==> config.mk <==
export PLATFORM = sky130hd
export DESIGN_NAME = streaming_top_k_score_selector
export DESIGN_NICKNAME = d
export VERILOG_FILES = /design/src/rtl/core/tksel_pkg.sv /design/src/rtl/core/tksel_ram.sv /design/src/rtl/core/streaming_top_k_score_selector.sv
export SDC_FILE = /design/constraint.sdc
export NUM_CORES = 2
export LEC_CHECK = 0
export CAP_MARGIN = 10
export CORE_ASPECT_RATIO = 0.5
export CORE_MARGIN = 2
export CORE_UTILIZATION = 45
export DETAILED_ROUTE_END_ITERATION = 8
export DONT_BUFFER_PORTS = 1
export PLACE_DENSITY = 0.63
export SYNTH_ARGS = -nofsm -noshare
export SYNTH_HDL_FRONTEND = slang
export SYNTH_HIERARCHICAL = 1
export SYNTH_SLANG_ARGS = --single-unit
==> constraint.sdc <==
create_clock -name clk_i -period 9.2 [get_ports clk_i]
set_input_delay 1.84 -clock clk_i [delete_from_list [all_inputs] [get_ports clk_i]]
set_output_delay 1.84 -clock clk_i [all_outputs]
set_load 0.01 [all_outputs]
==> src/rtl/core/tksel_pkg.sv <==
package tksel_pkg;

  localparam int unsigned SCORE_W    = 32;
  localparam int unsigned OUT_IDX_W  = 16;
  localparam int unsigned KEEP_W     = 7;
  localparam int unsigned OUT_DATA_W = 40;

  localparam logic [KEEP_W-1:0] KEEP_RESET = 7'd64;

  typedef logic [SCORE_W-1:0] score_t;
  typedef logic [OUT_IDX_W-1:0] out_idx_t;

  // signed order of two Q8.24 scores
  function automatic logic score_less(input score_t a, input score_t b);
    score_less = $signed(a) < $signed(b);
  endfunction

endpackage

==> src/rtl/core/tksel_ram.sv <==
module tksel_ram #(
  parameter int unsigned WIDTH = 48,
  parameter int unsigned DEPTH = 64
) (
  input  logic                                      clk_i,
  input  logic                                      we_i,
  input  logic [((DEPTH > 1) ? $clog2(DEPTH) : 1)-1:0] waddr_i,
  input  logic [WIDTH-1:0]                          wdata_i,
  input  logic                                      re_i,
  input  logic [((DEPTH > 1) ? $clog2(DEPTH) : 1)-1:0] raddr_i,
  output logic [WIDTH-1:0]                          rdata_o
);

  logic [WIDTH-1:0] mem_q [DEPTH];

  always_ff @(posedge clk_i) begin
    if (we_i) begin
      mem_q[waddr_i] <= wdata_i;
    end
    if (re_i) begin
      rdata_o <= mem_q[raddr_i];
    end
  end

endmodule

==> src/rtl/core/streaming_top_k_score_selector.sv <==
// An eviction adds a rescan of the store through one comparator and one RAM read
// port.
// One request is worked at a time; the next is taken once the result is registered.
// Reset (rst_ni low, asynchronous) empties the store, clears the arrival counter
// and sets keep_count to 64. Store contents are not cleared.
module streaming_top_k_score_selector #(
  parameter int unsigned MAX_KEEP   = 64,
  parameter int unsigned INDEX_BITS = 16
) (
  input  logic                              clk_i,
  input  logic                              rst_ni,
  input  logic                              s_axis_tvalid,
  output logic                              s_axis_tready,
  // [31:0] score
  input  tksel_pkg::score_t                 s_axis_tdata,
  // [0] start_scan
  input  logic                              s_axis_tuser,
  output logic                              m_axis_tvalid,
  input  logic                              m_axis_tready,
  // [15:0] item_index, [16] admitted, [17] evicted_valid, [33:18] evicted_index
  output logic [tksel_pkg::OUT_DATA_W-1:0]  m_axis_tdata,
  input  logic                              cfg_valid_i,
  output logic                              cfg_ready_o,
  input  logic [tksel_pkg::KEEP_W-1:0]      cfg_data_i
);

  import tksel_pkg::*;

  localparam int unsigned SLOT_W = (MAX_KEEP > 1) ? $clog2(MAX_KEEP) : 1;
  localparam int unsigned FILL_W = $clog2(MAX_KEEP + 1);
  localparam int unsigned ENTRY_W = SCORE_W + INDEX_BITS;

  localparam logic [1:0] ST_IDLE   = 2'd0;
  localparam logic [1:0] ST_DECIDE = 2'd1;
  localparam logic [1:0] ST_SCAN   = 2'd2;
  localparam logic [1:0] ST_DONE   = 2'd3;

  logic [1:0]            state_q, state_d;
  logic [KEEP_W-1:0]     keep_q;
  logic [FILL_W-1:0]     filled_q, filled_d;
  logic [INDEX_BITS:0]   cnt_q, cnt_d;
  logic [SLOT_W-1:0]     min_slot_q, min_slot_d;
  score_t                min_score_q, min_score_d;
  logic [INDEX_BITS-1:0] min_item_q, min_item_d;
  logic [FILL_W-1:0]     issue_q, issue_d;
  logic                  rd_valid_q, rd_valid_d;
  logic [SLOT_W-1:0]     rd_slot_q, rd_slot_d;
  logic                  best_any_q, best_any_d;
  logic                  out_valid_q, out_valid_d;

  score_t                score_q;
  out_idx_t              res_index_q, res_index_d;
  logic                  res_adm_q, res_adm_d;
  logic                  res_ev_q, res_ev_d;
  out_idx_t              res_ev_idx_q, res_ev_idx_d;
  logic [OUT_DATA_W-1:0] out_data_q;

  logic                  ram_we;
  logic [SLOT_W-1:0]     ram_waddr;
  logic [ENTRY_W-1:0]    ram_wdata;
  logic                  ram_re;
  logic [ENTRY_W-1:0]    ram_rdata;

  logic [31:0]                     keep_ext;
  logic [FILL_W-1:0]               k_eff;
  logic [INDEX_BITS-1:0]           idx;
  logic [INDEX_BITS+OUT_IDX_W-1:0] idx_ext;
  logic [INDEX_BITS+OUT_IDX_W-1:0] min_item_ext;
  score_t                          rd_score;
  logic [INDEX_BITS-1:0]           rd_item;
  logic                            take;
  logic                            in_acc;

  assign cfg_ready_o   = 1'b1;
  assign s_axis_tready = (state_q == ST_IDLE);
  assign in_acc        = s_axis_tvalid && s_axis_tready;
  assign m_axis_tvalid = out_valid_q;
  assign m_axis_tdata  = out_data_q;

  // clamp K to 1..MAX_KEEP
  assign keep_ext = {{(32 - KEEP_W){1'b0}}, keep_q};
  always_comb begin
    if (keep_ext == 32'd0) begin
      k_eff = FILL_W'(1);
    end else if (keep_ext > MAX_KEEP) begin
      k_eff = FILL_W'(MAX_KEEP);
    end else begin
      k_eff = FILL_W'(keep_ext);
    end
  end

  assign idx          = cnt_q[INDEX_BITS-1:0];
  assign idx_ext      = {{OUT_IDX_W{1'b0}}, idx};
  assign min_item_ext = {{OUT_IDX_W{1'b0}}, min_item_q};
  assign rd_score     = ram_rdata[SCORE_W-1:0];
  assign rd_item      = ram_rdata[ENTRY_W-1:SCORE_W];
  assign take = !best_any_q || score_less(rd_score, min_score_q) ||
                ((rd_score == min_score_q) && (rd_item < min_item_q));

  always_comb begin
    state_d      = state_q;
    filled_d     = filled_q;
    cnt_d        = cnt_q;
    min_slot_d   = min_slot_q;
    min_score_d  = min_score_q;
    min_item_d   = min_item_q;
    issue_d      = issue_q;
    rd_valid_d   = 1'b0;
    rd_slot_d    = rd_slot_q;
    best_any_d   = best_any_q;
    out_valid_d  = out_valid_q;
    res_index_d  = res_index_q;
    res_adm_d    = res_adm_q;
    res_ev_d     = res_ev_q;
    res_ev_idx_d = res_ev_idx_q;
    ram_we       = 1'b0;
    ram_waddr    = min_slot_q;
    ram_wdata    = {idx, score_q};
    ram_re       = 1'b0;

    if (out_valid_q && m_axis_tready) begin
      out_valid_d = 1'b0;
    end

    case (state_q)
      ST_IDLE: begin
        if (in_acc) begin
          if (s_axis_tuser) begin
            filled_d    = '0;
            cnt_d       = '0;
            min_slot_d  = '0;
            min_score_d = '0;
          end
          state_d = ST_DECIDE;
        end
      end
      ST_DECIDE: begin
        res_index_d  = '0;
        res_adm_d    = 1'b0;
        res_ev_d     = 1'b0;
        res_ev_idx_d = '0;
        state_d      = ST_DONE;
        if (!cnt_q[INDEX_BITS]) begin
          cnt_d       = cnt_q + 1'b1;
          res_index_d = idx_ext[OUT_IDX_W-1:0];
          if (filled_q < k_eff) begin
            ram_we    = 1'b1;
            ram_waddr = filled_q[SLOT_W-1:0];
            // a newcomer has the largest index: only a strictly lower score moves the minimum
            if ((filled_q == '0) || score_less(score_q, min_score_q)) begin
              min_slot_d  = filled_q[SLOT_W-1:0];
              min_score_d = score_q;
              min_item_d  = idx;
            end
            filled_d  = filled_q + 1'b1;
            res_adm_d = 1'b1;
          end else if (score_less(min_score_q, score_q)) begin
            ram_we       = 1'b1;
            ram_waddr    = min_slot_q;
            res_adm_d    = 1'b1;
            res_ev_d     = 1'b1;
            res_ev_idx_d = min_item_ext[OUT_IDX_W-1:0];
            issue_d      = '0;
            best_any_d   = 1'b0;
            state_d      = ST_SCAN;
          end
        end
      end
      ST_SCAN: begin
        // issue one read a cycle, compare the returning entry against the running minimum
        if (issue_q < filled_q) begin
          ram_re     = 1'b1;
          rd_valid_d = 1'b1;
          rd_slot_d  = issue_q[SLOT_W-1:0];
          issue_d    = issue_q + 1'b1;
        end
        if (rd_valid_q) begin
          best_any_d = 1'b1;
          if (take) begin
            min_slot_d  = rd_slot_q;
            min_score_d = rd_score;
            min_item_d  = rd_item;
          end
        end else if (issue_q == filled_q) begin
          state_d = ST_DONE;
        end
      end
      ST_DONE: begin
        if (!out_valid_q || m_axis_tready) begin
          out_valid_d = 1'b1;
          state_d     = ST_IDLE;
        end
      end
      default: begin
        state_d = ST_IDLE;
      end
    endcase
  end

  always_ff @(posedge clk_i or negedge rst_ni) begin
    if (!rst_ni) begin
      state_q     <= ST_IDLE;
      keep_q      <= KEEP_RESET;
      filled_q    <= '0;
      cnt_q       <= '0;
      min_slot_q  <= '0;
      min_score_q <= '0;
      min_item_q  <= '0;
      issue_q     <= '0;
      rd_valid_q  <= 1'b0;
      best_any_q  <= 1'b0;
      out_valid_q <= 1'b0;
    end else begin
      state_q     <= state_d;
      filled_q    <= filled_d;
      cnt_q       <= cnt_d;
      min_slot_q  <= min_slot_d;
      min_score_q <= min_score_d;
      min_item_q  <= min_item_d;
      issue_q     <= issue_d;
      rd_valid_q  <= rd_valid_d;
      best_any_q  <= best_any_d;
      out_valid_q <= out_valid_d;
      if (cfg_valid_i) begin
        keep_q <= cfg_data_i;
      end
    end
  end

  always_ff @(posedge clk_i) begin
    if (in_acc) begin
      score_q <= s_axis_tdata;
    end
    rd_slot_q    <= rd_slot_d;
    res_index_q  <= res_index_d;
    res_adm_q    <= res_adm_d;
    res_ev_q     <= res_ev_d;
    res_ev_idx_q <= res_ev_idx_d;
    if ((state_q == ST_DONE) && (!out_valid_q || m_axis_tready)) begin
      out_data_q <= {{(OUT_DATA_W - 2 * OUT_IDX_W - 2){1'b0}},
                     res_ev_idx_q, res_ev_q, res_adm_q, res_index_q};
    end
  end

  tksel_ram #(
    .WIDTH (ENTRY_W),
    .DEPTH (MAX_KEEP)
  ) u_store (
    .clk_i   (clk_i),
    .we_i    (ram_we),
    .waddr_i (ram_waddr),
    .wdata_i (ram_wdata),
    .re_i    (ram_re),
    .raddr_i (issue_q[SLOT_W-1:0]),
    .rdata_o (ram_rdata)
  );

endmodule

# After elaboration in Yosys (flattened, before gate mapping)
# Memory sizes are Yosys's and may differ from the RTL's. A register that Yosys moved wholly into a read port is not among the register bits.
# Index checks and enable logic that the tools add are counted.
dict set report classes {
  add_sub_neg 3
  order_cmp 7
  eq_ne 18
  mux 65
  n_bitwise 1
  n_reduce_logical 27
}
# operator n
set ops {}
lappend ops {{$mux 32} 7}
lappend ops {{$lt 32x32->1} 3}
lappend ops {{$pmux 32 s3} 1}
lappend ops {{$mux 16} 5}
lappend ops {{$mux 7} 10}
lappend ops {{$mux 6} 10}
lappend ops {{$mux 17} 3}
lappend ops {{$pmux 17 s2} 1}
lappend ops {{$eq 32x32->1} 1}
lappend ops {{$logic_not 32->1} 1}
lappend ops {{$pmux 16 s2} 1}
lappend ops {{$pmux 7 s2} 2}
lappend ops {{$ne 2x2->1 const B} 10}
lappend ops {{$mux 1} 18}
lappend ops {{$pmux 6 s3} 1}
lappend ops {{$add 17x1->17 const B} 1}
lappend ops {{$lt 16x16->1} 1}
lappend ops {{$reduce_and 5->1} 3}
lappend ops {{$add 7x1->7 const B} 2}
lappend ops {{$lt 7x7->1} 2}
lappend ops {{$mux 2} 4}
lappend ops {{$pmux 2 s4} 1}
lappend ops {{$reduce_and 4->1} 2}
lappend ops {{$reduce_and 8->1} 1}
lappend ops {{19 further kinds} 30}
dict set report totals {
  ff_bits 203
  mem_bits_rw 3072
  inputBits 45
  output_inout_bits 43
  wordCells 141
  mem_count 1
}
# name words width read_ports rd_ports_with_merged_regs write_ports line_no
set mem_list {}
lappend mem_list {u_store.mem_q 64 48 1 1 1 tksel_ram.sv:14} ;# logic [WIDTH-1:0] mem_q [DEPTH];

# Logic depth before layout (Yosys ltp)
dict set report logic_depth {
  depth_word 9
  ltp_mapped 14
  mapped_depth_nobuf 13
}

# Modules after synthesis
# Netlist, hierarchy kept.
# module n_inst cells_per_inst area_each_um2 seq_area_each_um2
set modules_own_cells {}
lappend modules_own_cells {tksel_ram 1 4969 117585.3 93689.9}
lappend modules_own_cells {streaming_top_k_score_selector 1 998 10864.2 5611.6}

# Least setup slack after synthesis
# No wires, ideal clock.
dict set report synth_timing {
  kind {register -> register}
  from {register score_q[31]}
  to {memory u_store.mem_q[36][0], enable pin}
  setup_time_ns 0.513
  arrival_ns 6.760
  required_ns 8.687
  path_slack_ns 1.927
  stages_incl_launch_ff 12
  path_buffers 0
  synth_period_minus_slack_ns 7.273
  cell_sequence {edfxtp_1 -> inv_1 -> ha_1 -> nand4_1 -> or4_1 -> o31ai_1 -> or4_1 -> and2_4 -> or2_2 -> nor2b_1 -> nand4_1 -> nor3_1}
}
dict set report synth_via {
  elab_chain_len 7
}
# element line_no
set synth_rtl {}
lappend synth_rtl {{start, declared} streaming_top_k_score_selector.sv:51} ;# score_t score_q;
lappend synth_rtl {{start signal, assigned} streaming_top_k_score_selector.sv:232} ;# score_q <= s_axis_tdata;
lappend synth_rtl {{$lt 32x32->1} tksel_pkg.sv:15} ;# score_less = $signed(a) < $signed(b);
lappend synth_rtl {{$mux 1} streaming_top_k_score_selector.sv:157} ;# end else if (score_less(min_score_q, score_q)) begin
lappend synth_rtl {{$mux 1} streaming_top_k_score_selector.sv:146} ;# if (filled_q < k_eff) begin
lappend synth_rtl {{$mux 1} streaming_top_k_score_selector.sv:143} ;# if (!cnt_q[INDEX_BITS]) begin
lappend synth_rtl {{$mux 1} streaming_top_k_score_selector.sv:125} ;# case (state_q)
lappend synth_rtl {{net ram_we} streaming_top_k_score_selector.sv:58} ;# logic ram_we;
lappend synth_rtl {{$mux 1} tksel_ram.sv:17} ;# if (we_i) begin
lappend synth_rtl {{$mux 1 (not written as such)} tksel_ram.sv:18} ;# mem_q[waddr_i] <= wdata_i;
lappend synth_rtl {{end, declared} tksel_ram.sv:14}
# The timed path passes the listed nets, and every way through them passes these cells.

# Final worst setup path
dict set report layout_timing {
  from {register score_q[22]}
  to {memory u_store.mem_q[53][43], enable pin}
}
# Same word-level chain as after synthesis.

==> summary.md <==
| Metric | Value |
|---|---|
| Status | finished, violations left |
| Failing checks | max-slew violations |
| Ports | 88 |
| Worst-path clk slew | 60 ps |
| Storage cell area | 0.0994 mm2 |
| Max Fclk | 141 MHz |
| GR Util All Layers | 25.2% |
| Initial antenna violation count | 55 |
| Slew HR | -5.29% |
| Worst Setup SP | score_q[22]$_DFFE_PP_ |
| Die height | 382 um |
| Critical Path Sink Type | flop |
| Setup bufs post-CTS | 0 |
| Inst Count DP | 9645 |
| Skew-Pair Late Insertion Delay | 890 ps |
| YS warnings | 6 |
| DRT Wirelength | 370 mm |
| Number of flops mapped to enable cells by yosys | 3226 |
| Hpwl dp | 229 mm |
| Post-Synthesis Cells | 5967 |
| Crit path time final | 7110 ps |
| Beginning of the worst register-to-register path | score_q[22]$_DFFE_PP_ |
| Hold wc startpoint | res_index_q[13]$_SDFFCE_PP0P_ |
| Worst-margin pin slew | 1580 ps |
| # hold bufs at CTS | 0 |
| Final non-filler cell total | 10200 |
| Pin count of the biggest net entering global routing | 124 |
| Total CTS buffers | 303 |
| Post-route core utilization | 50.8% |
| Class of the worst hold path | flop to flop |
| First-pass GRT wire length | 513 mm |
| Number of buffers added on ports | 0 |
| Mapped cell area | 0.128 mm2 |
| RSZ-0062 raised after global routing | false |
| Site Rows | 138 |
| Nets | 6318 |
| Area leader, netlist | edfxtp_1 |
| Max-cap violations | 0 |
| Primary FF master, synth | edfxtp_1 |
| Leakage | 46.3 nW |
| Final slew viol count | 2 |
| Post-DRT Antenna Nets | 0 |
| Chip Width | 760 um |
| Synth top area share | 75.4% |
| Post-CTS sizing | 0 |
| CTS Buffer Depth | 4 |
| Post-synthesis sequential area ratio | 77.3% |
| M2 GR Usage | 38.3% |
| CTS H-tree depth | 5 |
| Yosys reg bits | 3323 |
| Final weighted congestion in routability-driven placement | 0.898 |
| GR Layer Usage met3 | 6.83% |
| Post-synth ARST share | 2.92% |
| Area contributors post-synth | edfxtp_1 75%, mux4_2 13%, dfrtp_1 1.9% |
| Core area | 0.283 mm2 |
| Worst Path Class, Setup | flop to flop |
| Most Crowded Layer GR | met2 |
| Setup crit start kind | flop |
| Share of the cycle needed by the critical path after routing | 77.3% |
| M1 GR Usage | 36.0% |
| DRT iter0 DRCs | 10700 |
| Final setup fails | 0 |
| Hold Vio Cnt, Final | 0 |
| Vias in the first global route | 63400 |
| Crit path DAT | 7610 ps |
| Fill count | 21800 |
| P&R area growth vs syn | 12.0% |
| Die Area | 0.290 mm2 |
| WL per Instance | 36.3 um |
| Multi-input gate area | 0.0277 mm2 |
| Root buffer cell | clkbuf_16 |
| Pwr/cell area | 263 mW/mm2 |
| Gr ovfl total | 0 |
| Required time of the critical path | 9700 ps |
| Post-placement cell area | 0.134 mm2 |
| TritonCTS clock tree | yes |
| Fraction of layout cells with a size suffix above 1 | 24.1% |
| DR DRC count | 0 |
| Initial Utilization | 45.3% |
| Vias after detailed routing | 65200 |
| Router iterations before antenna repair | 8 |
| Via-per-instance ratio | 6.39 |
| Setup_tns | 0 ps |
| Distinct cells, synth | 74 |
| Peak fanout along the critical path | 65 |
| CTS sink cnt | 3323 |
| VDD IR-drop max | 0.000193 V |
| Mean Syn Cell Area | 21.5 um2 |
| Final Skew | 59.9 ps |
| Design Area, Final | 0.144 mm2 |
==> power breakdown <==
group | switching [mW] | internal, mW
clock network | 5.53 | 7.26
registers | 0.383 | 17.6
logic | 4.59 | 2.44
total | 10.5 | 27.3
==> layout by cell type, fill, tap and decap left out, types with 36 or more instances in the layout <==
cell	n
a22oi_1	80
a21oi_1	112
ha_1	98
nor2b_1	46
a221oi_1	88
mux2i_1	129
bufinv_16	36
o21ai_0	73
clkinv_1	61
nor2_4	64
nor2_1	109
mux4_2	754
clkinv_2	45
o22ai_1	123
inv_1	99
clkbuf_1	53
nand2_1	171
clkbuf_16	313
a22o_1	59
buf_4	201
dfrtp_1	75
edfxtp_1	3226
==> cell families after synthesis <==
kind of cell             Yosys count  synth area share (%)
XOR/XNOR                           7                0.0477
buffers and inverters            424                  1.62
adder cells (fa/ha/maj)          100                 0.974
AND/OR/NAND/NOR                  520                  1.87
other                              2               0.00585
multiplexers                     911                  14.5
flip-flops                      3323                  77.3
AO/OA/AOI/OAI                    680                  3.71
==> worst paths after layout <==
check / endpoint / slack (ps) / cells after the start
min: m_axis_tdata[13]$_DFFE_PP_ / 420 / 0
max: u_store/mem_q[53][43]$_DFFE_PP_ / 2090 / 13
max reg2reg: u_store/mem_q[53][43]$_DFFE_PP_ / 2090 / 13
max in group asynchronous: cnt_q[7]$_DFFE_PN0P_ / 8170 / 0
min in group asynchronous: min_score_q[26]$_DFFE_PN0P_ / 680 / 0
min reg2reg: m_axis_tdata[13]$_DFFE_PP_ / 420 / 0
==> worst max-delay path, cell delays in order, from the launching register on <==
cell and delay, ps:
edfxtp_1 320, buf_4 690, inv_1 150, ha_1 360
nand4_1 150, or4_1 590, o31ai_1 330, or4_1 190
and2_4 220, or2_2 140, nor2b_1 780, nand3_1 1010
nor2_4 1260, buf_4 460
==> routing by layer <==
metal / part of all wire (%) / routed length, um
met5: 0.023 / 85
met1: 38 / 142000
met3: 13 / 46900
met4: 3.3 / 12400
met2: 46 / 169000
==> state kept, by name, summed over array words and instances, names as in the netlist <==
name and count:
res_index_q 16, min_slot_q 6, res_ev_idx_q 16, cnt_q 17, res_adm_q 1, best_any_q 1
m_axis_tvalid 1, score_q 32, rd_slot_q 6, u_store/mem_q 3072, filled_q 7, min_score_q 32
res_ev_q 1, rd_valid_q 1, state_q 2, issue_q 7, u_store/rdata_o 48, keep_q 7
min_item_q 16, m_axis_tdata 34
==> per-stage QoR <==
stage	total power, mW	setup slack [ps]	hold WS [ps]
after global placement	25.2	2370	402
after floorplan	22.5	1930	400
final	37.9	2090	416
after detailed placement	25.3	2210	405
after CTS	37.9	2150	416
after global routing	38.9	1890	429
==> cell usage after synthesis (8+ instances only) <==
| library cell | n |
|---|---|
| a21oi_1 | 117 |
| o21ai_0 | 73 |
| a21o_1 | 11 |
| nor3_1 | 10 |
| buf_2 | 95 |
| nor2_1 | 174 |
| mux4_2 | 754 |
| a22o_1 | 59 |
| buf_6 | 15 |
| buf_1 | 16 |
| a22oi_1 | 80 |
| o221ai_1 | 34 |
| nand2b_1 | 13 |
| a311oi_1 | 12 |
| nand4_1 | 22 |
| a211oi_1 | 34 |
| clkbuf_1 | 128 |
| mux2i_1 | 129 |
| a221oi_1 | 88 |
| and2_1 | 11 |
| edfxtp_1 | 3226 |
| nand3_1 | 21 |
| buf_4 | 67 |
| mux2_2 | 21 |
| dfrtp_1 | 96 |
| ha_1 | 100 |
| and3_1 | 8 |
| inv_1 | 99 |
| nand2_1 | 172 |
| o22ai_1 | 123 |
| nor2b_1 | 52 |
==> area by class of cell <==
| cell class | instances | share of cell area [%] |
|---|---|---|
| Tap cell | 3780 | 3.29 |
| Sequential cell | 3323 | 69.1 |
| Clock buffer | 367 | 5.59 |
| Clock inverter | 168 | 1.25 |
| Inverter | 102 | 0.266 |
| Multi-Input combinational cell | 2225 | 19.2 |
| Timing Repair Buffer | 218 | 1.29 |
| Antenna cell | 17 | 0.0296 |
(Power assumes the default switching activity.)
